===== src/asfr_pkg.sv =====
// Shared types, constants and the CRC-8 byte update for the averaged sample frame responder.
`default_nettype none
package asfr_pkg;

  localparam int unsigned SAMPLES_DEFAULT = 16;
  localparam int unsigned FRAME_LEN = 8;
  localparam int unsigned SAMPLE_W = 24;
  localparam logic [15:0] DEVICE_ID_RESET = 16'h0001;
  localparam logic [7:0] CRC_POLY = 8'h8C;
  localparam logic CMD_SAMPLE = 1'b0;
  localparam logic CMD_POLL = 1'b1;

  typedef struct packed {
    logic command;
    logic signed [SAMPLE_W-1:0] sample_value;
    logic [7:0] request_byte;
  } in_item_t;

  typedef struct packed {
    logic [7:0] frame_byte;
    logic last_byte;
  } out_item_t;

  typedef struct packed {
    logic avg_valid;
    logic [15:0] dev_id;
    logic [SAMPLE_W-1:0] avg;
  } frame_job_t;

  function automatic logic [7:0] crc8_next(input logic [7:0] crc, input logic [7:0] data);
    logic [7:0] acc;
    logic [7:0] v;
    acc = crc;
    v = data;
    for (int b = 0; b < 8; b++) begin
      if ((v[0] ^ acc[0]) == 1'b1) begin
        acc = (acc >> 1) ^ CRC_POLY;
      end else begin
        acc = acc >> 1;
      end
      v = v >> 1;
    end
    return acc;
  endfunction

endpackage
`default_nettype wire


===== src/asfr_queue.sv =====
// Two-entry queue of frame jobs between the front and back parts.
`default_nettype none
module asfr_queue (
  input  wire                     clk,
  input  wire                     rst_n,
  input  wire                     push,
  input  asfr_pkg::frame_job_t    push_job,
  output logic                    full,
  input  wire                     pop,
  output logic                    head_valid,
  output asfr_pkg::frame_job_t    head_job
);
  import asfr_pkg::*;

  frame_job_t ent_r [2];
  logic       wr_ptr_r;
  logic       wr_ptr_nxt;
  logic       rd_ptr_r;
  logic       rd_ptr_nxt;
  logic [1:0] cnt_r;
  logic [1:0] cnt_nxt;

  assign full = (cnt_r == 2'd2);
  assign head_valid = (cnt_r != 2'd0);
  assign head_job = ent_r[rd_ptr_r];

  always_comb begin
    wr_ptr_nxt = push ? ~wr_ptr_r : wr_ptr_r;
    rd_ptr_nxt = pop ? ~rd_ptr_r : rd_ptr_r;
    cnt_nxt = cnt_r + {1'b0, push} - {1'b0, pop};
  end

  always_ff @(posedge clk) begin
    if (!rst_n) begin
      wr_ptr_r <= 1'b0;
      rd_ptr_r <= 1'b0;
      cnt_r <= 2'd0;
    end else begin
      wr_ptr_r <= wr_ptr_nxt;
      rd_ptr_r <= rd_ptr_nxt;
      cnt_r <= cnt_nxt;
    end
  end

  always_ff @(posedge clk) begin
    if (push) begin
      ent_r[wr_ptr_r] <= push_job;
    end
  end

endmodule
`default_nettype wire


===== src/asfr_front.sv =====
// Front part: accepts samples and polls, accumulates, divides and queues frame jobs.
`default_nettype none
module asfr_front #(
  parameter int unsigned SAMPLES_PER_AVERAGE = asfr_pkg::SAMPLES_DEFAULT
) (
  input  wire                     clk,
  input  wire                     rst_n,
  input  wire                     in_valid,
  output logic                    in_stall,
  input  asfr_pkg::in_item_t      in_item,
  input  wire                     cfg_wr_en,
  input  wire [15:0]              cfg_wr_data,
  input  wire                     q_full,
  output logic                    q_push,
  output asfr_pkg::frame_job_t    q_job
);
  import asfr_pkg::*;

  localparam int unsigned SUM_W = SAMPLE_W + $clog2(SAMPLES_PER_AVERAGE);
  localparam int unsigned CNT_W = $clog2(SAMPLES_PER_AVERAGE + 1);
  localparam int unsigned DIV_SH = SUM_W + $clog2(SAMPLES_PER_AVERAGE);
  localparam int unsigned PROD_W = 2 * SUM_W + 1;
  // Rounded-up reciprocal; with this scaling the product gives the exact floor quotient.
  localparam logic [SUM_W:0] RECIP = (SUM_W+1)'(((64'd1 << DIV_SH) +
                                     64'(SAMPLES_PER_AVERAGE) - 64'd1) /
                                     64'(SAMPLES_PER_AVERAGE));

  logic [15:0]               dev_id_r;
  logic signed [SUM_W-1:0]   sum_r;
  logic signed [SUM_W-1:0]   sum_nxt;
  logic [CNT_W-1:0]          cnt_r;
  logic [SAMPLE_W-1:0]       avg_r;
  logic                      avg_valid_r;
  logic                      busy_r;
  logic                      div_phase_r;
  logic                      neg_r;
  logic [SUM_W-1:0]          mag_r;
  logic [SAMPLE_W-1:0]       quo_r;
  logic [PROD_W-1:0]         prod;
  logic                      accept;
  logic                      sample_acc;
  logic                      block_end;
  logic [SUM_W-1:0]          sum_mag;

  assign in_stall = busy_r | q_full;
  assign accept = in_valid & ~in_stall;
  assign sample_acc = accept & (in_item.command == CMD_SAMPLE);
  assign block_end = (cnt_r == CNT_W'(SAMPLES_PER_AVERAGE - 1));
  assign q_push = accept & (in_item.command == CMD_POLL) &
                  ({8'h00, in_item.request_byte} == dev_id_r);

  always_comb begin
    q_job.avg_valid = avg_valid_r;
    q_job.dev_id = dev_id_r;
    q_job.avg = avg_r;
  end

  always_comb begin
    sum_nxt = sum_r + SUM_W'(in_item.sample_value);
    sum_mag = sum_nxt[SUM_W-1] ? (~sum_nxt + 1'b1) : sum_nxt;
    prod = PROD_W'(mag_r) * PROD_W'(RECIP);
  end

  always_ff @(posedge clk) begin
    if (!rst_n) begin
      dev_id_r <= DEVICE_ID_RESET;
      sum_r <= '0;
      cnt_r <= '0;
      avg_r <= '0;
      avg_valid_r <= 1'b0;
      busy_r <= 1'b0;
      div_phase_r <= 1'b0;
    end else begin
      if (cfg_wr_en) begin
        dev_id_r <= cfg_wr_data;
      end
      if (sample_acc) begin
        if (block_end) begin
          sum_r <= '0;
          cnt_r <= '0;
          busy_r <= 1'b1;
          div_phase_r <= 1'b0;
        end else begin
          sum_r <= sum_nxt;
          cnt_r <= cnt_r + 1'b1;
        end
      end
      if (busy_r) begin
        if (div_phase_r) begin
          busy_r <= 1'b0;
          avg_valid_r <= 1'b1;
          avg_r <= neg_r ? (~quo_r + 1'b1) : quo_r;
        end else begin
          div_phase_r <= 1'b1;
        end
      end
    end
  end

  always_ff @(posedge clk) begin
    if (sample_acc && block_end) begin
      mag_r <= sum_mag;
      neg_r <= sum_nxt[SUM_W-1];
    end
    if (busy_r && !div_phase_r) begin
      quo_r <= prod[DIV_SH +: SAMPLE_W];
    end
  end

endmodule
`default_nettype wire


===== src/asfr_back.sv =====
// Back part: serializes frame jobs into bytes with a running CRC-8 and an output register.
`default_nettype none
module asfr_back (
  input  wire                     clk,
  input  wire                     rst_n,
  input  wire                     q_valid,
  input  asfr_pkg::frame_job_t    q_job,
  output logic                    q_pop,
  output logic                    out_valid,
  input  wire                     out_stall,
  output asfr_pkg::out_item_t     out_item
);
  import asfr_pkg::*;

  frame_job_t job_r;
  logic       active_r;
  logic [2:0] idx_r;
  logic [7:0] crc_r;
  logic       out_valid_r;
  out_item_t  out_item_r;
  logic [7:0] byte_sel;
  logic       emit;
  logic       last;

  assign out_valid = out_valid_r;
  assign out_item = out_item_r;
  assign emit = active_r & (~out_valid_r | ~out_stall);
  assign last = (idx_r == 3'(FRAME_LEN - 1));
  assign q_pop = q_valid & (~active_r | (emit & last));

  always_comb begin
    case (idx_r)
      3'd0: byte_sel = job_r.dev_id[7:0];
      3'd1: byte_sel = job_r.dev_id[15:8];
      3'd2: byte_sel = job_r.avg[7:0];
      3'd3: byte_sel = job_r.avg[15:8];
      3'd4: byte_sel = job_r.avg[23:16];
      3'd5: byte_sel = {8{job_r.avg[SAMPLE_W-1]}};
      3'd6: byte_sel = 8'h00;
      3'd7: byte_sel = crc_r;
      default: byte_sel = 8'h00;
    endcase
    if (!job_r.avg_valid) begin
      byte_sel = 8'h00;
    end
  end

  always_ff @(posedge clk) begin
    if (!rst_n) begin
      active_r <= 1'b0;
      out_valid_r <= 1'b0;
    end else begin
      if (q_pop) begin
        active_r <= 1'b1;
      end else if (emit && last) begin
        active_r <= 1'b0;
      end
      if (emit) begin
        out_valid_r <= 1'b1;
      end else if (!out_stall) begin
        out_valid_r <= 1'b0;
      end
    end
  end

  always_ff @(posedge clk) begin
    if (q_pop) begin
      job_r <= q_job;
      idx_r <= '0;
      crc_r <= '0;
    end else if (emit) begin
      idx_r <= idx_r + 1'b1;
      crc_r <= crc8_next(crc_r, byte_sel);
    end
    if (emit) begin
      out_item_r.frame_byte <= byte_sel;
      out_item_r.last_byte <= last;
    end
  end

endmodule
`default_nettype wire


===== src/averaged_sample_frame_responder.sv =====
// Top level of the averaged sample frame responder.
//
// The input channel (in_valid, in_stall, in_item) takes either a signed
// 24-bit sample or a poll byte; a transfer happens when in_valid is high
// and in_stall is low. The output channel (out_valid, out_stall, out_item)
// returns the eight bytes of a reply frame, one byte per transfer, with
// last_byte set on the CRC byte. cfg_wr_en with cfg_wr_data writes the
// device id at any clock edge.
// A matching poll passes through the queue entry, the serializer's job
// register and the output register, and the frame then moves at one byte
// per cycle while the receiver does not stall; a queued frame follows
// without a gap. The sample which completes an average starts a reciprocal
// multiplication that holds in_stall high until the product is registered
// and the average written, so a poll that follows sees the new average.
// Polls queue up to two frames ahead of the serializer, so input transfers
// continue while a frame is still being sent.
// Reset clears the sum, the average and all frames in flight and sets the
// id to one. A stalled receiver holds the current byte; once the queue is
// full, in_stall rises until the serializer frees an entry.
`default_nettype none
module averaged_sample_frame_responder #(
  parameter int unsigned SAMPLES_PER_AVERAGE = asfr_pkg::SAMPLES_DEFAULT
) (
  input  wire                     clk,
  input  wire                     rst_n,
  input  wire                     in_valid,
  output logic                    in_stall,
  input  asfr_pkg::in_item_t      in_item,
  output logic                    out_valid,
  input  wire                     out_stall,
  output asfr_pkg::out_item_t     out_item,
  input  wire                     cfg_wr_en,
  input  wire [15:0]              cfg_wr_data
);
  import asfr_pkg::*;

  logic       q_push;
  logic       q_full;
  logic       q_pop;
  logic       q_valid;
  frame_job_t push_job;
  frame_job_t head_job;

  asfr_front #(
    .SAMPLES_PER_AVERAGE(SAMPLES_PER_AVERAGE)
  ) u_front (
    .clk(clk),
    .rst_n(rst_n),
    .in_valid(in_valid),
    .in_stall(in_stall),
    .in_item(in_item),
    .cfg_wr_en(cfg_wr_en),
    .cfg_wr_data(cfg_wr_data),
    .q_full(q_full),
    .q_push(q_push),
    .q_job(push_job)
  );

  asfr_queue u_queue (
    .clk(clk),
    .rst_n(rst_n),
    .push(q_push),
    .push_job(push_job),
    .full(q_full),
    .pop(q_pop),
    .head_valid(q_valid),
    .head_job(head_job)
  );

  asfr_back u_back (
    .clk(clk),
    .rst_n(rst_n),
    .q_valid(q_valid),
    .q_job(head_job),
    .q_pop(q_pop),
    .out_valid(out_valid),
    .out_stall(out_stall),
    .out_item(out_item)
  );

endmodule
`default_nettype wire


===== config.mk =====
export PLATFORM = sky130hd
export DESIGN_NAME = averaged_sample_frame_responder
export DESIGN_NICKNAME = d
export VERILOG_FILES = /design/src/asfr_pkg.sv /design/src/asfr_queue.sv /design/src/asfr_front.sv /design/src/asfr_back.sv /design/src/averaged_sample_frame_responder.sv
export SDC_FILE = /design/constraint.sdc
export NUM_CORES = 1
export LEC_CHECK = 0
export BUFFER_PORTS_ARGS = -buffer_cell sky130_fd_sc_hd__buf_2
export CORE_AREA = 2 2 193 195
export CTS_CLUSTER_SIZE = 28
export DETAILED_ROUTE_END_ITERATION = 12
export DIE_AREA = 0 0 195 197
export GPL_ROUTABILITY_DRIVEN = 0
export PLACE_DENSITY = 0.61
export RECOVER_POWER = 50
export SLEW_MARGIN = 20
export SYNTH_ARGS = -nofsm -noshare
export SYNTH_HDL_FRONTEND = slang
export SYNTH_SLANG_ARGS = --single-unit

===== constraint.sdc =====
create_clock -name clk -period 7.2 [get_ports clk]
set_input_delay 1.44 -clock clk [delete_from_list [all_inputs] [get_ports clk]]
set_output_delay 1.44 -clock clk [all_outputs]
set_load 0.02 [all_outputs]

==> flow_summary.json, run 1 <==
{
  "drive_gt1_share_pct": 13.4,
  "maxClockFrequency_mhz": 206,
  "hold_viol": 0,
  "reg2reg_depth": 11,
  "synth_cells": 1035,
  "die_width_um": 195,
  "seq_total_area_yosys_pct": 57.8,
  "post_synthesis_cell_type_count": 72,
  "netSwitchingPower_mw": 1.46,
  "postLayoutCellArea_mm2": 0.0143,
  "leading_cell_type_by_number_of_instances_after_synthesis": "edfxtp_1",
  "ioPinCount": 65,
  "hold_path_startpoint": "u_front.mag_r[9]$_DFFE_PP_",
  "grtUsageTotal_pct": 12.7,
  "power.ir.vdd_worst_uv": 185,
  "clock_skew_ns": 0.0135,
  "finalSetupViolCount": 0,
  "buffers_from_clock_root_to_sink_at_most": 3,
  "synth_area_leader_cell": "edfxtp_1",
  "max_stage_delay_on_crit_path_ns": 0.51,
  "synthesis.area_per_instance_um2": 12.2,
  "timing.final.max_slew_violations": 138,
  "cts-resized-gates": 0,
  "ys_seq_elements": 274,
  "grt_first_pass_wirelength_mm": 40.0,
  "synthesis.nets": 1127,
  "cts_num_sinks": 274,
  "crit_path_cell_trace": "buf_2 -> ha_1 -> fa_1 -> or3_1 -> a2111oi_0 -> o22ai_1 -> nor4_1 -> nand4_1 -> nor2_1 -> nand4b_1 -> o41ai_1 -> xnor2_1",
  "slew_headroom_pct": -132,
  "cts.repair_timing.setup_buffer_count": 0,
  "route.antenna.remaining_nets": 0,
  "total_clock_buffers_created_by_cts": 28,
  "syn_area_mm2": 0.0126,
  "drc": 0,
  "crit_path_end_kind": "flop",
  "ctsHtreeMaxLevel": 1,
  "final_nets": 1186,
  "place.port_buffers": 64,
  "first_pass_iters": 8,
  "grt_setup_unrepaired": "false",
  "hpwlAfterDp_mm": 16.5,
  "tritoncts_clock_tree": "done",
  "ys_async_sr_fraction_pct": 0,
  "insertedDiodeCount": 0,
  "power.density_cell_area_mw_per_mm2": 328,
  "run_status": "finished with violations",
  "post-synth-top-area-fraction_pct": 43.1,
  "number_of_global_route_vias_before_repair": 7931,
  "yosys_warnings": 0,
  "cellInternalPower_mw": 3.22,
  "floorplan.initialDensity_pct": 34.8,
  "placeable_core_region_mm2": 0.0363,
  "p_seq_share_pct": 43.7,
  "post_cts_hold_buffer_count": 0,
  "period_share_pct": 67.5,
  "initialDrtViolationCount": 403,
  "crit-reg2reg-capture": "u_front.mag_r[26]$_DFFE_PP_",
  "failed_checks": "max-capacitance violations, max-slew violations",
  "max_capacitance_violation_total": 3,
  "grt_start_max_net_pins": 83,
  "total_leakage_power_nw": 5.47,
  "cp_slowest_cell": "o41ai_1",
  "dieArea_mm2": 0.0384,
  "clk-insertion-delay-late_ns": 0.54,
  "rows": 70,
  "worst-setup-path-type": "input port to flop",
  "detailed_route_wire_length_mm": 24.5,
  "drt-vias-per-instance": 5.04,
  "worst_ep_required_time_ns": 7.48,
  "arrival_worst_endpoint_ns": 5.14,
  "num_vias": 7983,
  "number_of_antenna_violations_at_the_first_check_in_global_routing": 0,
  "tns_ns": 0,
  "postLayoutCoreUtil_pct": 39.4,
  "die-height_um": 197,
  "syn_to_final_growth_pct": 13.2,
  "worstSetupStartpointType": "input port",
  "gr-total-overflow": 0,
  "number_of_synthesized_flops_with_an_enable_pin": 181,
  "hold-path-cell-count": 0,
  "yosys-top-cells-count": "edfxtp_1 (181), dfxtp_1 (93), nand2_1 (77), xnor2_1 (61), nor2b_1 (49)",
  "period_needed_ns": 4.86,
  "worst_hold_path.endpoint": "u_front.quo_r[5]$_DFFE_PP_",
  "r2r_path_start": "u_front.sum_r[0]$_SDFFE_PN0P_",
  "worst-path-max-fanout": 7,
  "synth.top_cells.by_area": "edfxtp_1 (43%), dfxtp_1 (15%), xnor2_1 (4.2%)",
  "hold_path_class": "flop to flop",
  "power_frac_clock_pct": 28.5,
  "timing_worst_slew_pin_value_ns": 3.48,
  "comb_power_share_pct": 27.8,
  "rrSetupSlack_ns": 3.04,
  "placedInstanceArea_mm2": 0.0134,
  "clk_pin_slew_worst_paths_ns": 0.06,
  "synth_flop_cell": "edfxtp_1",
  "routedWlPerCell_um": 15.5,
  "switching_portion_of_total_power_pct": 31.1,
  "cts.root.buffer_cell": "clkbuf_16"
}
-- per-layer routing --
| metal | track usage [%] | part of all wire [%] |
|---|---|---|
| met1 | 16.2 | 46 |
| met3 | 2.02 | 3.7 |
| met5 | 0 | 0 |
| met2 | 22.2 | 48 |
| met4 | 3.70 | 2.5 |
-- placed cells by master, fill, tap and decap left out, drive strengths merged, types with 19 or more instances in the layout --
master / count
nor2: 42
o211a: 24
a22oi: 28
nor2b: 49
xor2: 37
mux2: 42
o21ai: 31
nand2: 77
ha: 37
and2: 19
dfxtp: 93
buf: 60
xnor2: 61
edfxtp: 181
a21oi: 42
clkbuf: 52
inv: 24
-- stage by stage --
step / total power, mW / hold slack, ns / worst slack, ns / std cells
after floorplan: 3.07 / 0.400 / 0.706 / 1035
after global placement: 3.36 / 0.401 / 1.90 / 1530
after global routing: 4.95 / 0.431 / 2.03 / 1584
after detailed placement: 3.38 / 0.405 / 1.71 / 1530
after CTS: 4.73 / 0.417 / 2.28 / 1582
final: 4.68 / 0.418 / 2.34 / 1584
-- area by class of cell --
type	count	area (um^2)
timing repair buffer	74	370
inverter	23	86.3
fill	3501	22000
multi-input combinational	693	5090
sequential	274	7300
clock buffer	38	758
clock inverter	14	93.8
tap	468	586
-- kinds of logic after synthesis --
kind of cell | Yosys count | synth area share (%)
xor+xnor | 98 | 6.80
simple gates | 270 | 11.3
fa+ha+maj | 38 | 3.83
compound gates | 229 | 13.2
flops | 274 | 57.8
mux | 58 | 5.02
buf+inv | 68 | 2.03
-- worst max-delay path: cells and delay by family --
family / cells / cell delay (ns)
compound gates: 3 / 1.09
xor+xnor: 1 / 0.11
fa+ha+maj: 2 / 0.73
buf+inv: 1 / 0.10
simple gates: 5 / 1.65
-- how the worst max path moves through the flow --
stage / from / endpoint / cells after the start
3_5_place_dp: in_item[8] / u_front.mag_r[26]$_DFFE_PP_ / 12
4_1_cts: in_item[8] / u_front.mag_r[26]$_DFFE_PP_ / 12
6_report: in_item[8] / u_front.mag_r[26]$_DFFE_PP_ / 12
5_1_grt: in_item[8] / u_front.mag_r[26]$_DFFE_PP_ / 12
3_3_place_gp: in_item[8] / u_front.mag_r[26]$_DFFE_PP_ / 12
2_1_floorplan: in_item[6] / u_queue.ent_r[0][0]$_DFFE_PP_ / 4
-- state kept, by name, indices dropped and copies added (netlist names) --
name,cells
u_back.active_r,1
u_back.crc_r,8
u_back.idx_r,3
u_back.job_r,41
u_back.out_item,9
u_back.out_valid,1
u_front.avg_r,24
u_front.avg_valid_r,1
u_front.busy_r,1
u_front.cnt_r,5
u_front.dev_id_r,16
u_front.div_phase_r,1
u_front.mag_r,24
u_front.neg_r,1
u_front.quo_r,24
u_front.sum_r,28
u_queue.cnt_r,2
u_queue.ent_r,82
u_queue.rd_ptr_r,1
u_queue.wr_ptr_r,1
-- power by group through the flow --
stage	clock network (mW)	registers, mW	logic, mW
after floorplan	0	2.04	1.03
after global placement	0	2.09	1.26
after detailed placement	0	2.10	1.28
after CTS	1.37	2.06	1.29
after global routing	1.44	2.06	1.45
final	1.33	2.04	1.30
(Power assumes the default switching activity.)
==> inputs of run 2 (changes only) <==
ABC_AREA = 1   (was default)
CORE_AREA = 2 2 202 204   (was 2 2 193 195)
DIE_AREA = 0 0 204 206   (was 0 0 195 197)
PLACE_DENSITY = 0.63   (was 0.61)
clock period = 4 ns   (was 7.2 ns; I/O delays follow)
==> flow_summary.json, run 2 <==
{
  "drt-vias-per-instance": 4.66,
  "cts_num_sinks": 274,
  "timing.final.max_slew_violations": 113,
  "dpl_worst_slack_ns": 0.492,
  "rows": 74,
  "max_capacitance_violation_total": 3,
  "period_share_pct": 77.0,
  "synth.top_cells.by_area": "edfxtp_1 (40%), nand2_1 (16%), dfxtp_1 (14%)",
  "tritoncts_clock_tree": "done",
  "slew_headroom_pct": -32.3,
  "power_frac_clock_pct": 29.9,
  "switching_portion_of_total_power_pct": 35.0,
  "synth_cells": 1681,
  "die_width_um": 204,
  "number_of_global_route_vias_before_repair": 10277,
  "globalRouteMet1Util_pct": 18.0,
  "ctsHtreeMaxLevel": 1,
  "total_leakage_power_nw": 7.19,
  "post_synthesis_share_of_cell_area_spent_on_and_or_nand_and_nor_gates_pct": 27.5,
  "die-height_um": 206,
  "cts.root.buffer_cell": "clkbuf_16",
  "tns_ns": 0,
  "hold_viol": 0,
  "syn_to_final_growth_pct": 13.5,
  "finalSetupViolCount": 0,
  "grtUsageTotal_pct": 14.4,
  "largest_register_ffs": 82,
  "seq_total_area_yosys_pct": 53.0,
  "cts-resized-gates": 0,
  "period_needed_ns": 3.08,
  "timing.critical_path.to": "u_front.cnt_r[0]$_SDFFE_PN0P_",
  "final_nets": 1838,
  "grt.met2_usage_pct": 25.1,
  "routedWlPerCell_um": 13.2,
  "cts.repair_timing.setup_buffer_count": 0,
  "hold_path_class": "flop to flop",
  "worst-setup-path-type": "input port to flop",
  "grt.met3_usage_pct": 2.32,
  "hpwlAfterDp_mm": 22.2,
  "syn_area_mm2": 0.0138,
  "muxShareOfSynthArea_pct": 0,
  "r2r_path_start": "u_front.busy_r$_SDFF_PN0_",
  "synthesis.nets": 1773,
  "ioPinCount": 65,
  "clk_pin_slew_worst_paths_ns": 0.06,
  "registers.top_by_ff_count": "u_queue.ent_r",
  "crit-reg2reg-capture": "u_front.mag_r[4]$_DFFE_PP_",
  "clock_skew_ns": 0.0182,
  "ys_async_sr_fraction_pct": 0,
  "worstSetupStartpointType": "input port",
  "gr-total-overflow": 0,
  "number_of_antenna_violations_at_the_first_check_in_global_routing": 0,
  "leading_cell_type_in_the_layout_fill_and_taps_excluded": "nand2_1",
  "rrSetupSlack_ns": 1.02,
  "leading_cell_type_by_number_of_instances_after_synthesis": "nand2_1",
  "timing_worst_slew_pin_value_ns": 1.98,
  "dieArea_mm2": 0.0420,
  "grt_first_pass_wirelength_mm": 49.7,
  "yosys_warnings": 0,
  "post_synthesis_cell_type_count": 43,
  "total_clock_buffers_created_by_cts": 30,
  "synthesis.area_per_instance_um2": 8.18,
  "worst-path-max-fanout": 42,
  "detailed_route_wire_length_mm": 30.3,
  "grt_start_max_net_pins": 52,
  "post-synth-top-area-fraction_pct": 39.5,
  "synthAdderAreaFrac_pct": 3.51,
  "failed_checks": "max-capacitance violations, max-slew violations",
  "run_status": "finished with violations",
  "num_vias": 10725,
  "floorplan.initialDensity_pct": 34.2,
  "clk-insertion-delay-late_ns": 0.57,
  "buffers_from_clock_root_to_sink_at_most": 3,
  "first_pass_iters": 5,
  "grt_setup_unrepaired": "false",
  "worst_ep_required_time_ns": 4.47,
  "place.port_buffers": 64,
  "placeable_core_region_mm2": 0.0402,
  "grt.busiest_layer": "met2",
  "fin_ws_ns": 0.921,
  "ys_seq_elements": 274,
  "yosys-top-cells-count": "nand2_1 (595), inv_1 (217), edfxtp_1 (181), nor2_1 (135), nand3_1 (102)",
  "p_seq_share_pct": 41.5,
  "power.ir.vdd_worst_uv": 359,
  "comb_power_share_pct": 28.7,
  "maxClockFrequency_mhz": 325,
  "regs_by_ff_count": "u_queue.ent_r: 82 flops, u_back.job_r: 41 flops, u_front.sum_r: 28 flops",
  "drive_gt1_share_pct": 8.47,
  "crit_path_end_kind": "flop",
  "mostFrequentLayoutCells": "nand2_1 (595), inv_1 (217), edfxtp_1 (181)",
  "reg2reg_depth": 7,
  "post_cts_hold_buffer_count": 0,
  "synth_area_in_compound_gates_pct": 6.08,
  "cellInternalPower_mw": 5.80,
  "cp-startpoint": "rst_n",
  "power.density_cell_area_mw_per_mm2": 572,
  "arrival_worst_endpoint_ns": 3.55,
  "initialDrtViolationCount": 574,
  "synth_xor_xnor_area_share_pct": 2.54,
  "number_of_synthesized_flops_with_an_enable_pin": 181,
  "route.antenna.remaining_nets": 0,
  "synth_area_leader_cell": "edfxtp_1",
  "drc": 0,
  "synth_top_family_by_area": "simple AND/OR/NAND/NOR gates",
  "synth_flop_cell": "edfxtp_1",
  "netSwitchingPower_mw": 3.13
}
-- run 2: worst min path at each step --
stage,cells after the start,to,startpoint,slack (ns)
3_5_place_dp,0,u_front.quo_r[11]$_DFFE_PP_,u_front.mag_r[15]$_DFFE_PP_,0.40
4_1_cts,3,u_front.dev_id_r[9]$_SDFFE_PN0P_,cfg_wr_data[9],0.41
5_1_grt,0,u_front.quo_r[20]$_DFFE_PP_,u_front.mag_r[24]$_DFFE_PP_,0.42
3_3_place_gp,0,u_front.quo_r[5]$_DFFE_PP_,u_front.mag_r[9]$_DFFE_PP_,0.40
2_1_floorplan,0,u_front.quo_r[0]$_DFFE_PP_,u_front.mag_r[4]$_DFFE_PP_,0.40
6_report,0,u_front.quo_r[20]$_DFFE_PP_,u_front.mag_r[24]$_DFFE_PP_,0.42
-- run 2: cells by family (layout without fill, tap and decap cells) --
group	Yosys count	in the layout
simple gates	911	911
other cells	0	1
xor+xnor	39	39
compound gates	155	155
flops	274	274
fa+ha+maj	38	38
buf+inv	264	353
-- run 2: layout make-up --
type	instances	area, um^2
fillers	4048	24600
flip-flops and latches	274	7300
multi-input cells	1143	5470
inverters	223	837
clock buffers	39	826
well taps	532	666
repair buffers	74	364
clock inverters	17	151
diodes	1	2.50
-- run 2: layer usage --
layer	part of all wire, %	vias up
met2	47	236
met1	45	4880
li1	-	5546
met4	3.3	0
met5	0	-
met3	4.2	63
-- run 2: worst max-delay path, stage by stage --
cell      delay [ns]
buf_2           0.07
clkbuf_1        1.20
inv_1           0.57
clkbuf_2        0.55
a211oi_1        0.34
-- run 2: power groups by stage --
stage               logic, mW  clock network (mW)  registers (mW)
floorplan                1.93                   0            3.72
global placement         2.52                   0            3.76
detailed placement       2.57                   0            3.76
CTS                      2.58                2.75            3.71
global route             2.95                2.86            3.74
finish                   2.56                2.67            3.70
-- run 2: through the flow --
| stage | hold WS, ns | area [um^2] | instances | power (mW) | utilization (%) |
|---|---|---|---|---|---|
| floorplan | 0.400 | 13800 | 1681 | 5.65 | - |
| global placement | 0.403 | 14700 | 2246 | 6.29 | 36.5 |
| detailed placement | 0.405 | 14700 | 2246 | 6.33 | 36.5 |
| CTS | 0.415 | 15700 | 2302 | 9.04 | 38.9 |
| global route | 0.421 | 15600 | 2302 | 9.56 | 38.9 |
| finish | 0.415 | 15600 | 2303 | 8.93 | 38.9 |
